## config.mk

```make
export PLATFORM = sky130hd
export DESIGN_NAME = ps2_device_command_and_report_core
export DESIGN_NICKNAME = d
export VERILOG_FILES = /design/src/rtl/ps2dc_pkg.sv /design/src/rtl/ps2dc_front.sv /design/src/rtl/ps2dc_queue.sv /design/src/rtl/ps2dc_back.sv /design/src/rtl/ps2_device_command_and_report_core.sv
export SDC_FILE = /design/constraint.sdc
export NUM_CORES = 1
export LEC_CHECK = 0
export ABC_AREA = 1
export BUFFER_PORTS_ARGS = -buffer_cell sky130_fd_sc_hd__buf_2
export CORE_MARGIN = 2
export CORE_UTILIZATION = 48
export DETAILED_ROUTE_END_ITERATION = 6
export HOLD_SLACK_MARGIN = 0.02
export PLACE_DENSITY = 0.77
export REMOVE_ABC_BUFFERS = 1
export SETUP_SLACK_MARGIN = 0.02
export SYNTH_ARGS = -nofsm -noshare
export SYNTH_HDL_FRONTEND = slang
export SYNTH_SLANG_ARGS = --single-unit
```

## constraint.sdc

```tcl
create_clock -name clk -period 2.6 [get_ports clk]
set_clock_uncertainty 0.15 [all_clocks]
set_input_delay 0.13 -clock clk [delete_from_list [all_inputs] [get_ports clk]]
set_output_delay 0.13 -clock clk [all_outputs]
set_load 0.02 [all_outputs]
```

## src/rtl/ps2dc_pkg.sv

```systemverilog
// ps2dc_pkg: shared types and codes for the PS/2 device command and report core.
// Used by every module of the core; depends on nothing.
`timescale 1ns / 1ps

package ps2dc_pkg;

  localparam int APB_ADDR_W = 3;
  localparam int APB_DATA_W = 32;
  localparam logic [APB_ADDR_W-1:0] REG_MOUSE_MODE = 3'd0;

  localparam int JOB_BYTES = 4;
  localparam int IDX_W = $clog2(JOB_BYTES);
  localparam int QUEUE_DEPTH = 2;
  localparam int QPTR_W = $clog2(QUEUE_DEPTH);
  localparam int QCNT_W = $clog2(QUEUE_DEPTH + 1);

  localparam logic KIND_COMMAND = 1'b0;
  localparam logic KIND_REPORT = 1'b1;

  localparam logic [7:0] CMD_GET_ID = 8'hF2;
  localparam logic [7:0] CMD_READ_ID = 8'hEF;
  localparam logic [7:0] CMD_RESET = 8'hFF;
  localparam logic [7:0] CMD_ECHO = 8'hEE;
  localparam logic [7:0] CMD_ENABLE = 8'hF4;
  localparam logic [7:0] CMD_SET_LEDS = 8'hED;
  localparam logic [7:0] CMD_RESEND = 8'hFE;
  localparam logic [7:0] CMD_DEFAULTS = 8'hF6;
  localparam logic [7:0] CMD_SILENT = 8'hCC;

  localparam logic [7:0] RSP_ACK = 8'hFA;
  localparam logic [7:0] RSP_MOUSE_ID = 8'h00;
  localparam logic [7:0] RSP_KBD_ID0 = 8'hAB;
  localparam logic [7:0] RSP_KBD_ID1 = 8'h83;
  localparam logic [7:0] RSP_ALT_ID0 = 8'hBF;
  localparam logic [7:0] RSP_ALT_ID1 = 8'hB0;
  localparam logic [7:0] RSP_BAT_OK = 8'hAA;
  localparam logic [7:0] WHEEL_UP = 8'hFF;
  localparam logic [7:0] WHEEL_DOWN = 8'h01;
  localparam logic [7:0] WHEEL_NONE = 8'h00;

  typedef struct packed {
    logic              kind;
    logic [7:0]        host_byte;
    logic signed [15:0] move_x;
    logic signed [15:0] move_y;
    logic signed [7:0] wheel;
    logic [2:0]        buttons;
  } in_item_t;

  typedef struct packed {
    logic [7:0] tx_byte;
    logic       tx_parity;
    logic       ack_pulse;
    logic       last;
  } out_item_t;

  typedef struct packed {
    logic [JOB_BYTES-1:0][7:0] bytes;
    logic [IDX_W-1:0]          last_idx;
    logic                      ack;
  } job_t;

endpackage

```

## src/rtl/ps2dc_front.sv

```systemverilog
// ps2dc_front: accepts items, decodes host commands, packs mouse reports into jobs.
// Depends on ps2dc_pkg.
`timescale 1ns / 1ps

module ps2dc_front (
  input  logic                 clk,
  input  logic                 rst,
  input  logic                 mouse_mode,
  input  logic                 in_valid,
  output logic                 in_ready,
  input  ps2dc_pkg::in_item_t  in_data,
  output logic                 job_valid,
  input  logic                 job_ready,
  output ps2dc_pkg::job_t      job
);

  logic awaiting_led_argument;
  logic reporting_enabled;
  logic awaiting_led_argument_next;
  logic reporting_enabled_next;
  logic accept;
  logic has_result;

  logic signed [16:0] x_ext;
  logic signed [16:0] y_neg;
  logic [8:0] ux;
  logic [8:0] uy;
  logic [7:0] wheel_byte;

  assign in_ready = job_ready;
  assign accept = in_valid && in_ready;
  assign job_valid = accept && has_result;

  assign x_ext = {in_data.move_x[15], in_data.move_x};
  assign y_neg = -{in_data.move_y[15], in_data.move_y};

  always_comb begin
    if (x_ext > 17'sd255) begin
      ux = 9'h0FF;
    end else if (x_ext < -17'sd255) begin
      ux = 9'h101;
    end else begin
      ux = x_ext[8:0];
    end
    if (y_neg > 17'sd255) begin
      uy = 9'h0FF;
    end else if (y_neg < -17'sd255) begin
      uy = 9'h101;
    end else begin
      uy = y_neg[8:0];
    end
    if (in_data.wheel == 8'sd0) begin
      wheel_byte = ps2dc_pkg::WHEEL_NONE;
    end else if (in_data.wheel[7]) begin
      wheel_byte = ps2dc_pkg::WHEEL_DOWN;
    end else begin
      wheel_byte = ps2dc_pkg::WHEEL_UP;
    end
  end

  always_comb begin
    job = '0;
    has_result = 1'b1;
    awaiting_led_argument_next = awaiting_led_argument;
    reporting_enabled_next = reporting_enabled;
    if (in_data.kind == ps2dc_pkg::KIND_REPORT) begin
      reporting_enabled_next = 1'b1;
      job.bytes[0] = {2'b00, uy[8], ux[8], 1'b1, in_data.buttons};
      job.bytes[1] = ux[7:0];
      job.bytes[2] = uy[7:0];
      job.bytes[3] = wheel_byte;
      job.last_idx = 2'd3;
    end else if (awaiting_led_argument) begin
      awaiting_led_argument_next = 1'b0;
      has_result = 1'b0;
    end else begin
      job.bytes[0] = ps2dc_pkg::RSP_ACK;
      unique case (in_data.host_byte)
        ps2dc_pkg::CMD_GET_ID: begin
          if (mouse_mode) begin
            job.bytes[1] = ps2dc_pkg::RSP_MOUSE_ID;
            job.last_idx = 2'd1;
          end else begin
            job.bytes[1] = ps2dc_pkg::RSP_KBD_ID0;
            job.bytes[2] = ps2dc_pkg::RSP_KBD_ID1;
            job.last_idx = 2'd2;
          end
        end
        ps2dc_pkg::CMD_READ_ID: begin
          job.bytes[1] = ps2dc_pkg::RSP_ALT_ID0;
          job.bytes[2] = ps2dc_pkg::RSP_ALT_ID1;
          job.last_idx = 2'd2;
        end
        ps2dc_pkg::CMD_RESET: begin
          job.bytes[1] = ps2dc_pkg::RSP_BAT_OK;
          job.last_idx = 2'd1;
        end
        ps2dc_pkg::CMD_ECHO: begin
          job.bytes[0] = ps2dc_pkg::CMD_ECHO;
        end
        ps2dc_pkg::CMD_ENABLE: begin
          reporting_enabled_next = 1'b1;
        end
        ps2dc_pkg::CMD_SET_LEDS: begin
          awaiting_led_argument_next = 1'b1;
        end
        ps2dc_pkg::CMD_RESEND, ps2dc_pkg::CMD_DEFAULTS: begin
          job.bytes[0] = 8'h00;
          job.ack = 1'b1;
        end
        ps2dc_pkg::CMD_SILENT: begin
          has_result = 1'b0;
        end
        default: begin
        end
      endcase
    end
  end

  always_ff @(posedge clk) begin
    if (rst) begin
      awaiting_led_argument <= 1'b0;
      reporting_enabled <= 1'b0;
    end else if (accept) begin
      awaiting_led_argument <= awaiting_led_argument_next;
      reporting_enabled <= reporting_enabled_next;
    end
  end

`ifndef SYNTHESIS
  a_report_enables: assert property (@(posedge clk) disable iff (rst)
    accept && in_data.kind == ps2dc_pkg::KIND_REPORT |=> reporting_enabled)
    else $error("report did not enable reporting");

  a_led_arg_swallowed: assert property (@(posedge clk) disable iff (rst)
    accept && in_data.kind == ps2dc_pkg::KIND_COMMAND && awaiting_led_argument
    |-> !job_valid ##1 !awaiting_led_argument)
    else $error("LED argument not swallowed");

  a_ack_single: assert property (@(posedge clk) disable iff (rst)
    job_valid && job.ack |-> job.last_idx == '0 && job.bytes[0] == 8'h00)
    else $error("ack pulse job malformed");
`endif

endmodule

```

## src/rtl/ps2dc_queue.sv

```systemverilog
// ps2dc_queue: short job queue between the front decoder and the byte sender.
// Depends on ps2dc_pkg.
`timescale 1ns / 1ps

module ps2dc_queue (
  input  logic             clk,
  input  logic             rst,
  input  logic             push_valid,
  output logic             push_ready,
  input  ps2dc_pkg::job_t  push_data,
  output logic             pop_valid,
  input  logic             pop_ready,
  output ps2dc_pkg::job_t  pop_data
);

  ps2dc_pkg::job_t entries [ps2dc_pkg::QUEUE_DEPTH];
  logic [ps2dc_pkg::QPTR_W-1:0] wr_ptr;
  logic [ps2dc_pkg::QPTR_W-1:0] rd_ptr;
  logic [ps2dc_pkg::QCNT_W-1:0] count;
  logic push;
  logic pop;

  assign push_ready = count != ps2dc_pkg::QCNT_W'(ps2dc_pkg::QUEUE_DEPTH);
  assign pop_valid = count != '0;
  assign pop_data = entries[rd_ptr];
  assign push = push_valid && push_ready;
  assign pop = pop_valid && pop_ready;

  always_ff @(posedge clk) begin
    if (push) begin
      entries[wr_ptr] <= push_data;
    end
  end

  always_ff @(posedge clk) begin
    if (rst) begin
      wr_ptr <= '0;
      rd_ptr <= '0;
      count <= '0;
    end else begin
      if (push) begin
        wr_ptr <= wr_ptr + 1'b1;
      end
      if (pop) begin
        rd_ptr <= rd_ptr + 1'b1;
      end
      if (push && !pop) begin
        count <= count + 1'b1;
      end else if (pop && !push) begin
        count <= count - 1'b1;
      end
    end
  end

endmodule

```

## src/rtl/ps2dc_back.sv

```systemverilog
// ps2dc_back: sends the bytes of each queued job one per cycle, while out_ready holds, with parity and last mark.
// Depends on ps2dc_pkg.
`timescale 1ns / 1ps

module ps2dc_back (
  input  logic                 clk,
  input  logic                 rst,
  input  logic                 job_valid,
  output logic                 job_ready,
  input  ps2dc_pkg::job_t      job,
  output logic                 out_valid,
  input  logic                 out_ready,
  output ps2dc_pkg::out_item_t out_data
);

  ps2dc_pkg::job_t cur;
  logic cur_valid;
  logic [ps2dc_pkg::IDX_W-1:0] idx;
  logic load;
  logic done_cur;
  logic [7:0] sel_byte;

  assign load = cur_valid && (!out_valid || out_ready);
  assign done_cur = load && idx == cur.last_idx;
  assign job_ready = !cur_valid || done_cur;
  assign sel_byte = cur.bytes[idx];

  always_ff @(posedge clk) begin
    if (job_valid && job_ready) begin
      cur <= job;
    end
    if (load) begin
      out_data.tx_byte <= sel_byte;
      out_data.tx_parity <= cur.ack ? 1'b0 : ~^sel_byte;
      out_data.ack_pulse <= cur.ack;
      out_data.last <= idx == cur.last_idx;
    end
  end

  always_ff @(posedge clk) begin
    if (rst) begin
      cur_valid <= 1'b0;
      idx <= '0;
      out_valid <= 1'b0;
    end else begin
      if (job_valid && job_ready) begin
        cur_valid <= 1'b1;
        idx <= '0;
      end else if (done_cur) begin
        cur_valid <= 1'b0;
      end else if (load) begin
        idx <= idx + 1'b1;
      end
      if (load) begin
        out_valid <= 1'b1;
      end else if (out_ready) begin
        out_valid <= 1'b0;
      end
    end
  end

`ifndef SYNTHESIS
  a_idx_in_range: assert property (@(posedge clk) disable iff (rst)
    cur_valid |-> idx <= cur.last_idx)
    else $error("byte index past end of job");

  a_ack_form: assert property (@(posedge clk) disable iff (rst)
    out_valid && out_data.ack_pulse |->
    out_data.last && out_data.tx_byte == 8'h00 && !out_data.tx_parity)
    else $error("ack pulse item malformed");

  a_parity: assert property (@(posedge clk) disable iff (rst)
    out_valid && !out_data.ack_pulse |-> out_data.tx_parity == ~^out_data.tx_byte)
    else $error("parity bit wrong");
`endif

endmodule

```

## src/rtl/ps2_device_command_and_report_core.sv

```systemverilog
// ps2_device_command_and_report_core: top level, configuration register and job path.
// Depends on ps2dc_pkg, ps2dc_front, ps2dc_queue, ps2dc_back.
`timescale 1ns / 1ps

// Byte level of a PS/2 device. Each input item is a host command byte or a mouse
// report; the core answers with the bytes the device sends back, each with odd
// parity, or with one ack-pulse item, and marks the final one with last. The front
// takes one item per cycle while the queue has room and decodes it in that cycle;
// a two-job queue feeds the sender, which puts out one result per cycle from its
// output register unless out_ready stalls it. A command yields zero to three
// output items and a mouse report four, so reports are limited by the single
// output byte per cycle. Register 0 (byte address 0) holds mouse_mode, reset to 1.

module ps2_device_command_and_report_core (
  input  logic                                   clk,
  input  logic                                   rst,
  input  logic                                   in_valid,
  output logic                                   in_ready,
  input  ps2dc_pkg::in_item_t                    in_data,
  output logic                                   out_valid,
  input  logic                                   out_ready,
  output ps2dc_pkg::out_item_t                   out_data,
  input  logic                                   psel,
  input  logic                                   penable,
  input  logic                                   pwrite,
  input  logic [ps2dc_pkg::APB_ADDR_W-1:0]       paddr,
  input  logic [ps2dc_pkg::APB_DATA_W-1:0]       pwdata,
  output logic [ps2dc_pkg::APB_DATA_W-1:0]       prdata,
  output logic                                   pready
);

  logic mouse_mode;
  logic fq_valid;
  logic fq_ready;
  ps2dc_pkg::job_t fq_job;
  logic qb_valid;
  logic qb_ready;
  ps2dc_pkg::job_t qb_job;

  assign pready = 1'b1;
  assign prdata = (paddr == ps2dc_pkg::REG_MOUSE_MODE) ?
                  {{(ps2dc_pkg::APB_DATA_W-1){1'b0}}, mouse_mode} : '0;

  always_ff @(posedge clk) begin
    if (rst) begin
      mouse_mode <= 1'b1;
    end else if (psel && penable && pwrite && pready &&
                 paddr == ps2dc_pkg::REG_MOUSE_MODE) begin
      mouse_mode <= pwdata[0];
    end
  end

  ps2dc_front u_front (
    .clk        (clk),
    .rst        (rst),
    .mouse_mode (mouse_mode),
    .in_valid   (in_valid),
    .in_ready   (in_ready),
    .in_data    (in_data),
    .job_valid  (fq_valid),
    .job_ready  (fq_ready),
    .job        (fq_job)
  );

  ps2dc_queue u_queue (
    .clk        (clk),
    .rst        (rst),
    .push_valid (fq_valid),
    .push_ready (fq_ready),
    .push_data  (fq_job),
    .pop_valid  (qb_valid),
    .pop_ready  (qb_ready),
    .pop_data   (qb_job)
  );

  ps2dc_back u_back (
    .clk       (clk),
    .rst       (rst),
    .job_valid (qb_valid),
    .job_ready (qb_ready),
    .job       (qb_job),
    .out_valid (out_valid),
    .out_ready (out_ready),
    .out_data  (out_data)
  );

endmodule
```

# Yosys cells after proc, flatten, opt, wreduce, memory -nomap -nowiden
# Memories as Yosys holds them, arrays and structs flattened. A register that Yosys moved wholly into a read port is not among the register bits.
# Index checks and enable logic that the tools add are counted.
dict set report classes {
  bitwise 2
  eq_ne 10
  n_lt_le_gt_ge 5
  add_sub_neg 6
  mux 34
  n_reduce_logical 28
}
# cell n
set ops {}
lappend ops {{8-bit == test, second input constant} 8}
lappend ops {{8-bit 2-to-1 mux} 6}
lappend ops {{9-bit 2-to-1 mux} 4}
lappend ops {{8-bit case mux with 2 select lines} 2}
lappend ops {{27-bit 2-to-1 mux} 1}
lappend ops {{26-bit 2-to-1 mux} 1}
lappend ops {{8-bit case mux with 3 select lines} 1}
lappend ops {{17-bit by 9-bit > comparator with 1-bit output, second input constant} 1}
lappend ops {{17-bit by 9-bit less-than comparator with 1-bit output, second input constant} 1}
lappend ops {{17-bit negator} 1}
lappend ops {{8-bit binary-select mux with 2-bit select} 1}
lappend ops {{16-bit by 9-bit > comparator with 1-bit output, second input constant} 1}
lappend ops {{16-bit by 9-bit less-than comparator with 1-bit output, second input constant} 1}
lappend ops {{1-bit 2-to-1 mux} 14}
lappend ops {{1-bit logical AND} 11}
lappend ops {{8-bit logical NOT} 1}
lappend ops {{2-bit nonzero test} 4}
lappend ops {{8-bit XNOR reduction} 1}
lappend ops {{2-bit 2-to-1 mux} 3}
lappend ops {{2-bit case mux with 3 select lines} 1}
lappend ops {{2-bit by 1-bit adder with 2-bit output, second input constant} 2}
lappend ops {{1-bit logical NOT} 4}
lappend ops {{2-bit AND reduction} 2}
lappend ops {{2-bit OR reduction} 2}
lappend ops {{other kinds (8)} 11}
dict set report totals {
  in_bits 94
  register_bits 21
  word_cells 98
  n_memories 1
  output_inout_bits 46
  ram_bits 70
}
# memory depth word_bits rd rd_ports_with_merged_regs wr line
set memory_table {}
lappend memory_table {u_queue.entries 2 35 1 1 1 ps2dc_queue.sv:16} ;# ps2dc_pkg::job_t entries [ps2dc_pkg::QUEUE_DEPTH];

# Longest topological paths before layout
dict set report logic_depth {
  word_depth 10
  mapped_depth 17
  ltp_nobuf 17
}

# Cells and area by module
# From an unflattened synthesis, not the netlist that was laid out.
dict set report hier_totals {
  hier_cells 653
  hier_area_um2 6692.7
}
# module area_per_inst_um2 instances cells_each
set by_module_without_submodules {}
lappend by_module_without_submodules {ps2dc_queue 2919.0 1 146}
lappend by_module_without_submodules {ps2dc_back 2175.8 1 194}
lappend by_module_without_submodules {ps2dc_front 1263.7 1 264}
lappend by_module_without_submodules {ps2_device_command_and_report_core 334.1 1 49}

# Least setup slack after synthesis
# No wires, ideal clock.
dict set report synth_path {
  path_type {flip-flop to flip-flop}
  start {register u_queue.count[0] (netlist bit)}
  end {memory u_queue.entries[1][0] (netlist bit), enable pin}
  setup_ns 0.414
  setup_slack_ns -0.106
  n_path_buf 0
  period_less_slack_ns 2.706
  path_stages_with_launch 7
  arrival_time_ns 2.142
  cell_sequence {dfxtp_1 -> inv_1 -> nand2_1 -> nand2_1 -> a21oi_1 -> inv_1 -> nor2_1}
}
dict set report synth_via {
  elab_chain_len 6
}
# item line
set synth_rtl {}
lappend synth_rtl {{from (decl)} ps2dc_queue.sv:19} ;# logic [ps2dc_pkg::QCNT_W-1:0] count;
lappend synth_rtl {{from (signal assigned)} ps2dc_queue.sv:48} ;# count <= count + 1'b1;
lappend synth_rtl {{from (signal assigned)} ps2dc_queue.sv:50} ;# count <= count - 1'b1;
lappend synth_rtl {{2-bit != test (*)} ps2dc_queue.sv:23} ;# assign push_ready = count != ps2dc_pkg::QCNT_W'(ps2dc_pkg::QUEUE_DEPTH);
lappend synth_rtl {{named net in_ready} ps2_device_command_and_report_core.sv:18} ;# output logic in_ready,
lappend synth_rtl {{1-bit logical AND} ps2dc_front.sv:31} ;# assign accept = in_valid && in_ready;
lappend synth_rtl {{1-bit logical AND} ps2dc_front.sv:32} ;# assign job_valid = accept && has_result;
lappend synth_rtl {{1-bit logical AND (*)} ps2dc_queue.sv:26} ;# assign push = push_valid && push_ready;
lappend synth_rtl {{named net u_queue.push} ps2dc_queue.sv:20} ;# logic push;
lappend synth_rtl {{1-bit 2-to-1 mux (*)} ps2dc_queue.sv:30} ;# if (push) begin
lappend synth_rtl {{1-bit 2-to-1 mux (not written as such) (*)} ps2dc_queue.sv:31} ;# entries[wr_ptr] <= push_data;
lappend synth_rtl {{to (decl)} ps2dc_queue.sv:16}
# Mark *: on every way through the listed nets, which the timed path passes. The rest lies on a longest branch.

# Final worst setup path
dict set report layout_path {
  start {register, netlist name u_back.cur[1]}
  end {register u_queue.count[1] (netlist bit)}
}
dict set report layout_via {
  elab_chain_len 7
  word_cells_on_any_way 9
  cone_classes {1 x eq/ne; 1 x mux; 7 x reduce/logical}
}
# item line
set layout_rtl {}
lappend layout_rtl {{2-bit == test (*)} ps2dc_back.sv:24} ;# assign done_cur = load && idx == cur.last_idx;
lappend layout_rtl {{1-bit logical AND (*)} ps2dc_back.sv:24}
lappend layout_rtl {{1-bit logical OR (*)} ps2dc_back.sv:25} ;# assign job_ready = !cur_valid || done_cur;
lappend layout_rtl {{1-bit logical AND (*)} ps2dc_queue.sv:27} ;# assign pop = pop_valid && pop_ready;
lappend layout_rtl {{1-bit logical NOT} ps2dc_queue.sv:47} ;# if (push && !pop) begin
lappend layout_rtl {{1-bit logical AND} ps2dc_queue.sv:47}
lappend layout_rtl {{2-bit 2-to-1 mux or 2-bit nonzero test (tied branches)} n/a}
# Mark *: on every way between the ends. The rest lies on a longest branch, timed or not.
# A chain may end at the register's enable or synchronous reset.

==> results by group <==
Synth
  • Synth area leader: edfxtp_1
  • Post-Syn Area: 5340 sq um
  • Post-synth EDFFs: 95
  • #FFs+latches synth: 105
  • Synth warn: 0
  • Synth unique cells: 38
  • Register area share after synthesis: 57.1%
  • Synth top area share: 53.4%
  • Post-synth top flop: edfxtp_1
  • Top post-synthesis cells by count: 178 x nand2_1, 95 x edfxtp_1, 56 x inv_1, 55 x nor2_1, 34 x buf_4
  • Most common cell in the netlist: nand2_1
  • Mapped Cells: 581
  • Async set-reset flop share out of synthesis: 0%
  • Largest cells by area after synthesis: edfxtp_1 53%, nand2_1 13%, buf_4 4.8%, inv_1 3.9%, nor2_1 3.9%
  • Avg Cell Area, Syn: 9.20 sq um

Placed design
  • GP Congestion: 0.903
  • IO buf count: 76
  • Placed Area: 5770 sq um
  • HPWL after detailed placement: 7.49 mm

Setup path
  • Critical path arrival: 2.39 ns
  • Kind of critical path: reg2reg
  • Crit path max fanout: 6
  • Worst setup EP type: flip-flop
  • Worst endpoint required time: 2.70 ns
  • Slowest stage delay, CP: 0.41 ns
  • CP Launch Type: flip-flop
  • Critical path, cell by cell: or2_2 > a21o_1 > o21ai_1 > o21ai_1 > ha_1 > a21oi_1 > o21ai_0 > o21ai_0 > a21oi_1
  • FF-to-FF path depth: 9
  • CP max stage cell: edfxtp_1

Floorplanning
  • Die X: 110 um
  • I/O pin count: 140
  • Initial Utilization: 49.3%
  • Row count: 38
  • Die Ht: 110 um
  • Core area: 10800 sq um
  • Die ar.: 12000 sq um

Timing
  • RSZ-0062 raised after global routing: false
  • FMAX: 437 MHz
  • Fin. Hold Viols: 0
  • Final cycle utilization of the critical path: 88.1%
  • Slew HR: 40.2%
  • Measured slew at the worst slew-check pin: 0.895 ns
  • Period minus WS final: 2.29 ns
  • Final setup TNS: 0 ns
  • Final Max Slew Viols: 0
  • Final setup viols: 0

Cells and area
  • Share of post-route cells with drive strength above 1: 19.2%
  • Area of the multi-input gates: 1890 sq um
  • Fin area: 6180 sq um
  • Fill cell count: 911
  • N_diodes: 0
  • Reg area: 3050 sq um
  • Synth-to-Final Area Change: 15.6%
  • Net count, final: 777

Global routing
  • Overall Global Routing Usage: 18.1%
  • Total grt overflow: 0
  • Largest net degree at the start of global routing: 31
  • First-pass GRT wire length: 16.9 mm
  • Number of global-route vias before repair: 3761
  • Initial antenna violation count: 0

Clock network
  • Clock sinks: 105
  • Clock transition at the registers of the reported paths: 0.09 ns
  • TritonCTS clock tree: done
  • Cts bufs inserted: 9
  • Post-CTS Resized: 0
  • Maximum clock insertion buffer count: 2
  • Clock Tree Root: clkbuf_8
  • Worst-Skew Late Latency: 0.35 ns
  • CTS H-tree lvls: 3

Detailed routing
  • Vias/cell: 4.98
  • Vias: 4100
  • Drt pass-1 iters: 5
  • # DRC: 0
  • Initial DRC count: 328
  • DRT antenna net count: 0
  • Drt wl/cell: 12.8 um
  • Routed wire length: 10.5 mm

Power and ir drop
  • Static Leak: 2.73 nW
  • Net switching power: 0.00183 W
  • Register share of total power: 48.1%
  • Int Pwr: 0.00371 W
  • Logic pwr share: 31.4%
  • Clock share of power: 20.5%
  • VDD IR-drop max: 493 uV
  • Sw Ratio: 33.1%
  • PwrDens: 897 nW/um^2

Job
  • Maxcap violations: 0

Worst hold path
  • HP Class: in2reg
  • Worst Hold Depth: 5

Outcome
  • Status: completed
[timing repair]
action | in CTS | in global routing
hold endpoints to repair | 31 | 0
setup endpoints to repair | 0 | 0
hold buffers | 18 | 0
setup buffers | 0 | 0
[flip-flops by register name, indices dropped and copies added (netlist names), 2 cells and up]
| name | count |
|---|---|
| u_queue.entries | 56 |
| u_back.cur | 28 |
| u_back.out_data | 11 |
| u_back.idx | 2 |
| u_queue.count | 2 |
[layout by cell type, fill, tap and decap left out, types with 2 or more instances in the layout]
cell type,count
conb_1,32
a21oi_2,10
nand2_1,178
xnor2_1,6
inv_2,3
o21ai_0,18
nor4_1,6
a21oi_1,18
nor2_4,2
or2_2,2
ha_1,3
inv_1,56
dfxtp_1,10
nor2_1,53
bufinv_16,3
nand3_2,2
nand2_2,7
clkbuf_8,9
nand3_1,25
nand4_1,6
nor2_2,7
edfxtp_1,95
buf_2,76
nor3_1,9
o21ai_1,6
buf_4,6
dlygate4sd3_1,18
xor2_1,5
[logic make-up after synthesis]
kind of cell / share of synthesized area (%)
fa+ha+maj: 0.702
other cells: 0.141
simple gates: 23.6
buf+inv: 9.65
xor+xnor: 1.80
flops: 57.1
compound gates: 6.95
[layout make-up]
class                           instances  share of cell area (%)
Clock inverter                          5                    1.66
Timing Repair Buffer                  100                    9.80
Inverter                               59                    3.58
Clock buffer                           10                    2.07
Multi-Input combinational cell        405                    30.6
Sequential cell                       105                    49.4
Tap cell                              140                    2.84
[per-layer routing]
| layer | global-route usage [%] | vias up | share of wire, % |
|---|---|---|---|
| met2 | 32.8 | 136 | 54 |
| met1 | 21.3 | 1893 | 39 |
| met3 | 1.72 | 26 | 4.3 |
| li1 | - | 2045 | - |
| met4 | 9.40 | 0 | 2.7 |
| met5 | 0 | - | 0 |
[stage by stage]
stage | total power, W | utilization [%] | hold slack [ns] | setup WS, ns | std cells
floorplan | 0.00389 | - | 0.0491 | -0.106 | 569
finish | 0.00554 | 57.0 | 0.0783 | 0.310 | 824
detailed placement | 0.00441 | 53.2 | 0.240 | 0.338 | 791
CTS | 0.00556 | 57.0 | 0.0478 | 0.326 | 824
global placement | 0.00432 | 53.2 | 0.238 | 0.400 | 791
global route | 0.00587 | 57.0 | 0.0807 | 0.0473 | 824
[worst max-delay path: cells and delay by family (launching register included)]
kind / cells / cell delay, ns
simple gates: 1 / 0.28
flops: 1 / 0.41
compound gates: 7 / 0.96
fa+ha+maj: 1 / 0.38
[power groups by stage]
stage          registers (W)  clock network (W)  logic, W
3_5_place_dp         0.00270                  0   0.00171
2_1_floorplan        0.00281                  0   0.00107
6_report             0.00266            0.00114   0.00174
3_3_place_gp         0.00268                  0   0.00164
4_1_cts              0.00266            0.00115   0.00174
5_1_grt              0.00270            0.00121   0.00196
[final timing paths]
| check | slack [ns] | from | endpoint |
|---|---|---|---|
| setup / recovery | 0.31 | u_back.cur[1] | u_queue.count[1] |
| hold / removal | 0.08 | in_data[46] | u_front.awaiting_led_argument |
| setup reg to reg | 0.31 | u_back.cur[1] | u_queue.count[1] |
| hold reg to reg | 0.32 | u_back.cur[0] | u_back.out_data[1] |
(Power assumes the default switching activity.)
